## config.mk

```make
export PLATFORM = sky130hd
export DESIGN_NAME = quoted_string_unescaper_unit
export DESIGN_NICKNAME = d
export VERILOG_FILES = /design/src/sv/qsu_pkg.sv /design/src/sv/qsu_decode.sv /design/src/sv/qsu_result_buf.sv /design/src/sv/quoted_string_unescaper_unit.sv
export SDC_FILE = /design/constraint.sdc
export NUM_CORES = 1
export LEC_CHECK = 0
export CAP_MARGIN = 20
export CORE_ASPECT_RATIO = 0.6
export CORE_MARGIN = 2
export CORE_UTILIZATION = 50
export DETAILED_ROUTE_END_ITERATION = 16
export DONT_BUFFER_PORTS = 1
export GPL_ROUTABILITY_DRIVEN = 0
export HOLD_SLACK_MARGIN = 0.1
export PLACE_DENSITY_LB_ADDON = 0.2
export SLEW_MARGIN = 0
export SYNTH_ARGS = -nofsm -noshare
export SYNTH_HDL_FRONTEND = slang
export SYNTH_SLANG_ARGS = --single-unit
```

## constraint.sdc

```tcl
create_clock -name clk_i -period 2.1 [get_ports clk_i]
set_input_delay 0.105 -clock clk_i [delete_from_list [all_inputs] [get_ports clk_i]]
set_output_delay 0.105 -clock clk_i [all_outputs]
set_load 0.02 [all_outputs]
```

## src/sv/qsu_pkg.sv

```systemverilog
package qsu_pkg;

  localparam logic [1:0] PH_IDLE = 2'd0;
  localparam logic [1:0] PH_BODY = 2'd1;
  localparam logic [1:0] PH_ESC  = 2'd2;

  localparam logic [1:0] KIND_BYTE = 2'd0;
  localparam logic [1:0] KIND_DONE = 2'd1;
  localparam logic [1:0] KIND_ERR  = 2'd2;

  localparam logic [2:0] ERR_NONE    = 3'd0;
  localparam logic [2:0] ERR_EOF     = 3'd1;
  localparam logic [2:0] ERR_NOQUOTE = 3'd2;
  localparam logic [2:0] ERR_EOL     = 3'd3;
  localparam logic [2:0] ERR_BADESC  = 3'd4;

  localparam logic [1:0] QUOTE_RUN_MAX = 2'd2;

  localparam logic [7:0] CH_DQUOTE = 8'h22;
  localparam logic [7:0] CH_SQUOTE = 8'h27;
  localparam logic [7:0] CH_BSLASH = 8'h5C;
  localparam logic [7:0] CH_CR     = 8'h0D;
  localparam logic [7:0] CH_LF     = 8'h0A;
  localparam logic [7:0] CH_TAB    = 8'h09;
  localparam logic [7:0] CH_LOW_R  = 8'h72;
  localparam logic [7:0] CH_LOW_N  = 8'h6E;
  localparam logic [7:0] CH_LOW_T  = 8'h74;

  typedef struct packed {
    logic [1:0] phase;
    logic       single;
    logic [1:0] qcount;
    logic       multiline;
  } state_t;

  typedef struct packed {
    logic [7:0] out_byte;
    logic [1:0] kind;
    logic [2:0] fault_code;
    logic       input_taken;
    logic       string_ended;
  } res_t;

  typedef struct packed {
    logic [1:0] npre;
    logic [7:0] qbyte;
    logic       main_vld;
    res_t       main;
  } group_t;

endpackage

```

## src/sv/qsu_decode.sv

```systemverilog
module qsu_decode (
  input  qsu_pkg::state_t st_i,
  input  logic            allow_single_i,
  input  logic [7:0]      in_byte_i,
  input  logic            eoi_i,
  output qsu_pkg::group_t grp_o,
  output qsu_pkg::state_t nxt_o
);

  logic       closed;
  logic       is_q;
  logic       is_crlf;
  logic [7:0] qbyte;

  assign qbyte   = st_i.single ? qsu_pkg::CH_SQUOTE : qsu_pkg::CH_DQUOTE;
  assign is_q    = (in_byte_i == qbyte);
  assign is_crlf = (in_byte_i == qsu_pkg::CH_CR) || (in_byte_i == qsu_pkg::CH_LF);

  always_comb begin
    grp_o       = '0;
    grp_o.qbyte = qbyte;
    nxt_o       = st_i;
    closed      = 1'b0;
    unique case (st_i.phase)
      qsu_pkg::PH_IDLE: begin
        if (eoi_i) begin
          grp_o.main_vld        = 1'b1;
          grp_o.main.kind       = qsu_pkg::KIND_ERR;
          grp_o.main.fault_code = qsu_pkg::ERR_EOF;
        end else if (in_byte_i == qsu_pkg::CH_DQUOTE ||
                     (allow_single_i && in_byte_i == qsu_pkg::CH_SQUOTE)) begin
          nxt_o.phase     = qsu_pkg::PH_BODY;
          nxt_o.single    = (in_byte_i == qsu_pkg::CH_SQUOTE);
          nxt_o.qcount    = 2'd1;
          nxt_o.multiline = 1'b0;
        end else begin
          grp_o.main_vld        = 1'b1;
          grp_o.main.kind       = qsu_pkg::KIND_ERR;
          grp_o.main.fault_code = qsu_pkg::ERR_NOQUOTE;
        end
      end
      qsu_pkg::PH_ESC: begin
        grp_o.main_vld = 1'b1;
        if (eoi_i || is_crlf) begin
          grp_o.main.kind         = qsu_pkg::KIND_ERR;
          grp_o.main.fault_code   = eoi_i ? qsu_pkg::ERR_EOF : qsu_pkg::ERR_EOL;
          grp_o.main.string_ended = 1'b1;
          nxt_o.phase             = qsu_pkg::PH_IDLE;
          nxt_o.qcount            = 2'd0;
          nxt_o.multiline         = 1'b0;
        end else begin
          nxt_o.phase = qsu_pkg::PH_BODY;
          case (in_byte_i)
            qsu_pkg::CH_BSLASH, qsu_pkg::CH_SQUOTE, qsu_pkg::CH_DQUOTE: begin
              grp_o.main.out_byte = in_byte_i;
            end
            qsu_pkg::CH_LOW_R: grp_o.main.out_byte = qsu_pkg::CH_CR;
            qsu_pkg::CH_LOW_N: grp_o.main.out_byte = qsu_pkg::CH_LF;
            qsu_pkg::CH_LOW_T: grp_o.main.out_byte = qsu_pkg::CH_TAB;
            default: begin
              grp_o.main.kind        = qsu_pkg::KIND_ERR;
              grp_o.main.fault_code  = qsu_pkg::ERR_BADESC;
              grp_o.main.input_taken = 1'b1;
            end
          endcase
        end
      end
      default: begin
        if (eoi_i) begin
          grp_o.main_vld          = 1'b1;
          grp_o.main.string_ended = 1'b1;
          if (!st_i.multiline && st_i.qcount == qsu_pkg::QUOTE_RUN_MAX) begin
            grp_o.main.kind = qsu_pkg::KIND_DONE;
          end else begin
            grp_o.main.kind       = qsu_pkg::KIND_ERR;
            grp_o.main.fault_code = qsu_pkg::ERR_EOF;
          end
          nxt_o.phase     = qsu_pkg::PH_IDLE;
          nxt_o.qcount    = 2'd0;
          nxt_o.multiline = 1'b0;
        end else if (is_q) begin
          if (st_i.qcount == 2'd0) begin
            if (st_i.multiline) begin
              nxt_o.qcount = 2'd1;
            end else begin
              grp_o.main_vld          = 1'b1;
              grp_o.main.kind         = qsu_pkg::KIND_DONE;
              grp_o.main.input_taken  = 1'b1;
              grp_o.main.string_ended = 1'b1;
              nxt_o.phase             = qsu_pkg::PH_IDLE;
              nxt_o.qcount            = 2'd0;
              nxt_o.multiline         = 1'b0;
            end
          end else if (st_i.qcount >= qsu_pkg::QUOTE_RUN_MAX) begin
            if (st_i.multiline) begin
              grp_o.main_vld          = 1'b1;
              grp_o.main.kind         = qsu_pkg::KIND_DONE;
              grp_o.main.input_taken  = 1'b1;
              grp_o.main.string_ended = 1'b1;
              nxt_o.phase             = qsu_pkg::PH_IDLE;
              nxt_o.multiline         = 1'b0;
            end else begin
              nxt_o.multiline = 1'b1;
            end
            nxt_o.qcount = 2'd0;
          end else begin
            nxt_o.qcount = st_i.qcount + 2'd1;
          end
        end else begin
          if (st_i.qcount != 2'd0) begin
            if (st_i.multiline) begin
              grp_o.npre = st_i.qcount[1] ? qsu_pkg::QUOTE_RUN_MAX : st_i.qcount;
            end else if (st_i.qcount == qsu_pkg::QUOTE_RUN_MAX) begin
              grp_o.main_vld          = 1'b1;
              grp_o.main.kind         = qsu_pkg::KIND_DONE;
              grp_o.main.string_ended = 1'b1;
              nxt_o.phase             = qsu_pkg::PH_IDLE;
              nxt_o.multiline         = 1'b0;
              closed                  = 1'b1;
            end
            nxt_o.qcount = 2'd0;
          end
          if (!closed) begin
            if (is_crlf) begin
              if (st_i.multiline) begin
                if (in_byte_i == qsu_pkg::CH_LF) begin
                  grp_o.main_vld      = 1'b1;
                  grp_o.main.out_byte = in_byte_i;
                end
              end else begin
                grp_o.main_vld          = 1'b1;
                grp_o.main.kind         = qsu_pkg::KIND_ERR;
                grp_o.main.fault_code   = qsu_pkg::ERR_EOL;
                grp_o.main.string_ended = 1'b1;
                nxt_o.phase             = qsu_pkg::PH_IDLE;
                nxt_o.qcount            = 2'd0;
                nxt_o.multiline         = 1'b0;
              end
            end else if (in_byte_i == qsu_pkg::CH_BSLASH) begin
              nxt_o.phase = qsu_pkg::PH_ESC;
            end else begin
              grp_o.main_vld      = 1'b1;
              grp_o.main.out_byte = in_byte_i;
            end
          end
        end
      end
    endcase
  end

endmodule

```

## src/sv/qsu_result_buf.sv

```systemverilog
module qsu_result_buf (
  input  logic            clk_i,
  input  logic            rst_ni,
  input  logic            load_i,
  input  qsu_pkg::group_t grp_i,
  input  logic            pop_i,
  output logic            valid_o,
  output logic            last_o,
  output qsu_pkg::res_t   res_o
);

  logic [1:0]    npre_q, npre_d;
  logic          main_vld_q, main_vld_d;
  logic [7:0]    qbyte_q;
  qsu_pkg::res_t main_q;
  qsu_pkg::res_t quote_res;

  always_comb begin
    quote_res          = '0;
    quote_res.out_byte = qbyte_q;
    quote_res.kind     = qsu_pkg::KIND_BYTE;
  end

  assign valid_o = (npre_q != 2'd0) || main_vld_q;
  assign last_o  = (npre_q != 2'd0) ? (npre_q == 2'd1 && !main_vld_q) : 1'b1;
  assign res_o   = (npre_q != 2'd0) ? quote_res : main_q;

  always_comb begin
    npre_d     = npre_q;
    main_vld_d = main_vld_q;
    if (load_i) begin
      npre_d     = grp_i.npre;
      main_vld_d = grp_i.main_vld;
    end else if (pop_i) begin
      if (npre_q != 2'd0) begin
        npre_d = npre_q - 2'd1;
      end else begin
        main_vld_d = 1'b0;
      end
    end
  end

  always_ff @(posedge clk_i or negedge rst_ni) begin
    if (!rst_ni) begin
      npre_q     <= 2'd0;
      main_vld_q <= 1'b0;
    end else begin
      npre_q     <= npre_d;
      main_vld_q <= main_vld_d;
    end
  end

  always_ff @(posedge clk_i) begin
    if (load_i) begin
      qbyte_q <= grp_i.qbyte;
      main_q  <= grp_i.main;
    end
  end

endmodule

```

## src/sv/quoted_string_unescaper_unit.sv

```systemverilog
// Channel   Direction  Handshake               Payload
// in        input      in_valid_i/in_ready_o   in_byte_i, end_of_input_i
// out       output     out_valid_o/out_ready_i out_byte_o, kind_o, fault_code_o,
//                                              input_taken_o, string_ended_o, last_o
// cfg       input      cfg_valid_i/cfg_ready_o allow_single_quote_i
//
// Each request is decoded in the cycle it is accepted and its results land in the
// output register, which presents them one per cycle while out_ready_i is high.
// The next request can be accepted in the same cycle as the last result of the one
// before it is taken, or straight away if that one gave no result.
// Reset returns the parser to idle and clears the single quote enable.
// A stalled output holds the input off until its last result is taken.
module quoted_string_unescaper_unit (
  input  logic       clk_i,
  input  logic       rst_ni,
  input  logic       in_valid_i,
  output logic       in_ready_o,
  input  logic [7:0] in_byte_i,
  input  logic       end_of_input_i,
  output logic       out_valid_o,
  input  logic       out_ready_i,
  output logic [7:0] out_byte_o,
  output logic [1:0] kind_o,
  output logic [2:0] fault_code_o,
  output logic       input_taken_o,
  output logic       string_ended_o,
  output logic       last_o,
  input  logic       cfg_valid_i,
  output logic       cfg_ready_o,
  input  logic       allow_single_quote_i
);

  qsu_pkg::state_t st_q, st_d;
  qsu_pkg::group_t grp;
  qsu_pkg::res_t   res;
  logic            allow_single_q;
  logic            in_acc;
  logic            out_acc;

  assign cfg_ready_o = 1'b1;
  assign out_acc     = out_valid_o && out_ready_i;
  assign in_ready_o  = !out_valid_o || (out_ready_i && last_o);
  assign in_acc      = in_valid_i && in_ready_o;

  qsu_decode u_decode (
    .st_i          (st_q),
    .allow_single_i(allow_single_q),
    .in_byte_i     (in_byte_i),
    .eoi_i         (end_of_input_i),
    .grp_o         (grp),
    .nxt_o         (st_d)
  );

  qsu_result_buf u_result_buf (
    .clk_i  (clk_i),
    .rst_ni (rst_ni),
    .load_i (in_acc),
    .grp_i  (grp),
    .pop_i  (out_acc),
    .valid_o(out_valid_o),
    .last_o (last_o),
    .res_o  (res)
  );

  assign out_byte_o     = res.out_byte;
  assign kind_o         = res.kind;
  assign fault_code_o   = res.fault_code;
  assign input_taken_o  = res.input_taken;
  assign string_ended_o = res.string_ended;

  always_ff @(posedge clk_i or negedge rst_ni) begin
    if (!rst_ni) begin
      st_q           <= '0;
      allow_single_q <= 1'b0;
    end else begin
      if (in_acc) begin
        st_q <= st_d;
      end
      if (cfg_valid_i && cfg_ready_o) begin
        allow_single_q <= allow_single_quote_i;
      end
    end
  end

  a_idle_eoi_err: assert property (@(posedge clk_i) disable iff (!rst_ni)
    in_acc && st_q.phase == qsu_pkg::PH_IDLE && end_of_input_i |=>
      out_valid_o && kind_o == qsu_pkg::KIND_ERR && fault_code_o == qsu_pkg::ERR_EOF)
    else $error("end of input while idle did not report an error");

  a_ended_idle: assert property (@(posedge clk_i) disable iff (!rst_ni)
    out_valid_o && string_ended_o |-> st_q.phase == qsu_pkg::PH_IDLE)
    else $error("string end shown while parser is not idle");

  a_quote_run_ml: assert property (@(posedge clk_i) disable iff (!rst_ni)
    out_valid_o && !last_o |-> st_q.multiline && kind_o == qsu_pkg::KIND_BYTE)
    else $error("multiple results outside a multiline quote run");

  a_esc_no_run: assert property (@(posedge clk_i) disable iff (!rst_ni)
    st_q.phase == qsu_pkg::PH_ESC |-> st_q.qcount == 2'd0)
    else $error("pending quote run after a backslash");

endmodule

```

=== After elaboration in Yosys (flattened, before gate mapping) ===
Index checks and enable logic that the tools add are counted.

* Input bits: 15
* Word-level logic and storage cells: 168
* Register bits: 33
* Output and inout port bits: 19

* Magnitude comparators: 1
* Muxes and demuxes: 103
* Reduce and logical (&&, ||, !) cells: 29
* Bitwise gates (word level): 1
* Eq/ne operators: 19
* Add/subtract/negate cells: 2

{| class="wikitable"
|+ Operator list
! operator !! number
|-
| $mux 2 || 33
|-
| $mux 1 || 35
|-
| $eq 8x7->1 const B || 4
|-
| $mux 8 || 4
|-
| $pmux 8 s4 || 1
|-
| $mux 3 || 10
|-
| $mux 5 || 6
|-
| $mux 9 || 3
|-
| $mux 6 || 3
|-
| $ne 6x6->1 const B || 3
|-
| $eq 8x4->1 const B || 2
|-
| $eq 8x6->1 const B || 2
|-
| $pmux 8 s2 || 1
|-
| $mux 15 || 1
|-
| $mux 14 || 1
|-
| $pmux 5 s2 || 1
|-
| $eq 8x8->1 || 1
|-
| $pmux 2 s2 || 2
|-
| $reduce_and 4->1 || 2
|-
| $reduce_bool 2->1 || 4
|-
| $logic_and 1x1->1 || 6
|-
| $pmux 3 s2 || 1
|-
| $reduce_and 6->1 || 1
|-
| $reduce_or 6->1 || 1
|-
| other kinds (16) || 27
|}

=== Depth between registers and ports, before layout ===
* Depth after elaboration: 12
* Mapped depth: 9
* Depth with buffers taken out: 9

=== Hierarchy ===
From an unflattened synthesis, not the netlist that was laid out.

* Cells, all modules: 237
* Area, all modules: 2309.7 µm²

{| class="wikitable"
|+ By module, submodules not included
! module !! area each (µm²) !! instances !! cells an instance
|-
| qsu_result_buf || 1058.5 || 1 || 61
|-
| qsu_decode || 885.8 || 1 || 140
|-
| quoted_string_unescaper_unit || 365.4 || 1 || 36
|}

=== Worst setup path before layout ===
OpenSTA, ideal clock, no wires.

* Kind: flip-flop to flip-flop
* From: register u_result_buf.npre_q[1]
* To: register st_q[1] (netlist name)
* Data arrival time: 2.311 ns
* Clock period less this slack: 2.439 ns
* Setup slack: -0.339 ns
* Cell stages (with the launch flop): 10
* Path buffers: 0
* Data required time: 1.972 ns
* Cell sequence: dfrtp_1 > inv_1 > ha_1 > nor2b_1 > a22o_1 > nand2_1 > inv_1 > o31ai_1 > nor2b_1 > mux2_1

* Cells in the longest elaborated chain, start to end: 7
* Elaborated cells on any way between the ends: 10

{| class="wikitable"
|+ RTL lines
! element !! line !! RTL
|-
| start, declared || qsu_result_buf.sv:12 || <nowiki>logic [1:0] npre_q, npre_d;</nowiki>
|-
| start signal, assigned || qsu_result_buf.sv:48 || <nowiki>npre_q <= npre_d;</nowiki>
|-
| $eq 2x1->1 || qsu_result_buf.sv:25 || <nowiki>assign last_o = (npre_q != 2'd0) ? (npre_q == 2'd1 && !main_vld_q) : 1'b1;</nowiki>
|-
| $logic_and 1x1->1 || qsu_result_buf.sv:25 ||
|-
| $mux 1 || qsu_result_buf.sv:25 ||
|-
| $logic_and 1x1->1 || quoted_string_unescaper_unit.sv:42 || <nowiki>assign in_ready_o = !out_valid_o || (out_ready_i && last_o);</nowiki>
|-
| $logic_or 1x1->1 (*) || quoted_string_unescaper_unit.sv:42 ||
|-
| via in_ready_o || quoted_string_unescaper_unit.sv:17 || <nowiki>output logic in_ready_o,</nowiki>
|-
| $logic_and 1x1->1 (*) || quoted_string_unescaper_unit.sv:43 || <nowiki>assign in_acc = in_valid_i && in_ready_o;</nowiki>
|-
| via in_acc || quoted_string_unescaper_unit.sv:37 || <nowiki>logic in_acc;</nowiki>
|-
| $reduce_and 4->1 (no source line) (*) || n/a ||
|-
| end signal, assigned || quoted_string_unescaper_unit.sv:77 || <nowiki>st_q <= st_d;</nowiki>
|-
| end, declared || quoted_string_unescaper_unit.sv:33 || <nowiki>qsu_pkg::state_t st_q, st_d;</nowiki>
|}

Mark *: on every way through the listed nets, which the timed path passes. The rest lies on a longest branch.
A chain may end at the register's enable or synchronous reset.

=== Worst setup path in the final report ===
* From: register st_q[3] (netlist name)
* To: register st_q[0] (netlist name)

* Cells in the longest elaborated chain, start to end: 5
* Elaborated cells on any way between the ends: 7

{| class="wikitable"
|+ RTL lines
! element !! line !! RTL
|-
| $mux 3 (*) || qsu_decode.sv:15 || <nowiki>assign qbyte = st_i.single ? qsu_pkg::CH_SQUOTE : qsu_pkg::CH_DQUOTE;</nowiki>
|-
| $eq 8x8->1 (*) || qsu_decode.sv:16 || <nowiki>assign is_q = (in_byte_i == qbyte);</nowiki>
|-
| $mux 3 || qsu_decode.sv:81 || <nowiki>end else if (is_q) begin</nowiki>
|-
| $mux 3 || qsu_decode.sv:69 || <nowiki>if (eoi_i) begin</nowiki>
|-
| $pmux 3 s2 || qsu_decode.sv:24 || <nowiki>unique case (st_i.phase)</nowiki>
|}

Every way passes the cells marked *; elsewhere a longest branch is shown, timed or not.

==> flow_summary.ini <==
[run_status]
status = complete, no violations

[power_and_ir_drop]
power_density_nw_per_um2 = 829.1
peakVddDrop_mv = 0.8149
power.leakage_nw = 0.8513

[timing]
finalClockSkew_ps = 5.953
worst_slew_pin_slew_ps = 547.5
fmax_ghz = 0.4967
drv_slew = 0
fin_ws_ps = 86.72
hold_viol = 0
final-setup-viol-count = 0
period_share = 0.9587
rsz0062_at_grt = false
timing.final.crit_period_ps = 2013
slew_headroom = 0.6255
finalSetupTns_ps = 0

[synthesis]
async_flop_share = 0.3846
synth_xor_area_frac = 0.004554
synth_area_leaders = edfxtp_1, dfrtp_1, and2_1, nand2_1, a21oi_1
synth_cells = 215
synth_cell_type_count = 62
post-synth-top-area-cell = edfxtp_1
synth.area.mux_share = 0.03058
synth_nets = 232
ys.warnings.count = 0
synth_top_area_share = 0.2498
synth_edf_count = 16
synth_top_family_by_area = simple AND/OR/NAND/NOR gates
synth-main-ff-cell = edfxtp_1
synth-compound-area-share = 0.2199
synth.cell_area_um2 = 1923
ys_seq_area_frac = 0.3800
syn_area_per_cell_um2 = 8.945
yosys.area_share.simple = 0.2915
ys_seq_elements = 26
synthAdderAreaFrac = 0.01301

[clock_tree]
htreeDepth = 1
clock_latency_ps = 280
root_buffer = clkbuf_8
cts_tree = done
clkSinkCount = 26
cts_buffers = 3
clkTransAtPathRegs_ps = 90
cts_buffer_depth = 2

[detailed_routing]
drtIter0Drc = 240
drc = 0
wl_per_cell_um = 17.64
wirelength_um = 4903
num_vias = 1787
ant_nets = 0
via_per_inst = 6.428
dr.pass1.iters = 5

[worst_setup_path]
cp.required_ps = 2270
cp-end-kind = flip-flop
worst_setup_path_start_kind = flip-flop
critical_path.max_fanout = 9
crit_type = flip-flop to flip-flop
arrival_ps = 2190

[place]
port_buffers = 0
dpl_worst_slack_ps = 99.19
dpl.hpwl_um = 3538

[layout]
area_delta_synth_final_pct = 16.46
antennaDiodeCount = 0
drive_gt1_frac = 0.1342
nets = 249
multi_input_comb_area_um2 = 1104
n_fill_cell = 310
final_cell_mix = edfxtp_1, nand2_1, and2_1
layout_commonest_cell = edfxtp_1
register_area_um2 = 730.7

[floorplanning]
core_area_um2 = 3680
fp.dieH_um = 52.04
placementRows = 17
pin_count = 34
start_util = 0.5226
die_width_um = 84.07
die_area_um2 = 4375

[global_route]
grt_max_degree = 21
track_usage = 0.2366
antenna_found_initial = 0
grt_pass1_vias = 1629
grt_pass1_wl_um = 8017
gr-total-overflow = 0

[min_path]
worstHoldPathType = primary input to flip-flop

[job]
cap_viol_max_count = 0
[area by class of cell]
| type | instances | area share |
|---|---|---|
| clock buffer | 3 | 0.01844 |
| clock inverter | 1 | 0.01341 |
| tap | 47 | 0.02626 |
| multi-input combinational | 164 | 0.4927 |
| sequential | 26 | 0.3263 |
| inverter | 11 | 0.02011 |
| timing repair buffer | 26 | 0.1028 |
[cell usage after synthesis, types with 3 or more instances]
library cell	count
nor3b_1	4
o21a_1	3
nand4_1	4
nor3_1	7
inv_1	11
nor2b_1	4
a22o_1	3
o21ai_0	8
nand2_1	16
edfxtp_1	16
and2_1	15
nor2_1	10
or3_1	3
a21oi_1	11
nand2b_1	6
clkbuf_1	10
o22ai_1	4
dfrtp_1	10
nand3_1	9
[state kept, by name (all words and copies together) (netlist names)]
register and count:
st_q 6, u_result_buf.npre_q 2, u_result_buf.main_vld_q 1, allow_single_q 1, u_result_buf.qbyte_q 1, u_result_buf.main_q 15
[cell families after synthesis]
kind of cell / count (synthesis)
AOI/OAI and AO/OA: 59
xor gates and xnor gates: 1
adders and majority gates: 2
buffers and inverters: 25
DFF: 26
muxes: 5
other: 1
and+or+nand+nor: 96
[metrics by stage]
step,cells,cell area (um^2),total power [W],utilization,hold slack (ps)
2_1_floorplan,215,1949,0.001292,-,-190.6
3_3_place_gp,260,2027,0.001409,0.5508,-190.3
3_5_place_dp,260,2027,0.001428,0.5508,-190.3
4_1_cts,278,2238,0.001868,0.6083,114.2
5_1_grt,278,2240,0.001973,0.6086,137.7
6_report,278,2240,0.001857,0.6086,117.7
[routing by layer]
metal  track usage  share of wire  wire length (um)
met5             0              0                 0
met4       0.08333          0.016                78
met3       0.05556           0.14               663
met2        0.3492           0.41              1993
met1        0.3403           0.44              2168
[path summary, 6_finish.rpt]
path,start,cells past startpoint,slack [ps],endpoint
worst max-delay path,st_q[3],5,90,st_q[0]
worst max register to register,st_q[3],5,90,st_q[0]
worst min-delay path,end_of_input_i,3,120,u_result_buf.npre_q[0]
max in group asynchronous,rst_ni,1,1580,u_result_buf.npre_q[1]
worst min register to register,u_result_buf.npre_q[1],2,500,u_result_buf.npre_q[1]
min in group asynchronous,rst_ni,1,210,st_q[4]
[worst max-delay path: stages, from the launching register on]
cell	delay, ps
dfrtp_1	410
or3_1	350
a211o_2	430
mux2i_1	150
a211oi_2	260
mux2_4	310
[where the power goes]
group          total (W)  switching, W  leakage (nW)  internal (W)
Combinational   0.000748      0.000500         0.535      0.000248
Clock           0.000417      0.000161        0.0357      0.000255
Sequential      0.000693     0.0000377         0.281      0.000655
Total            0.00186      0.000699         0.851       0.00116
[timing repair]
action / CTS / global route
hold endpoints to repair: 21 / 0
endpoints found under the setup margin: 0 / 2
buffers inserted: 0 / 0
hold buffers: 14 / 0
resized for setup: 0 / 1
Power figures use the tool's default switching activity.
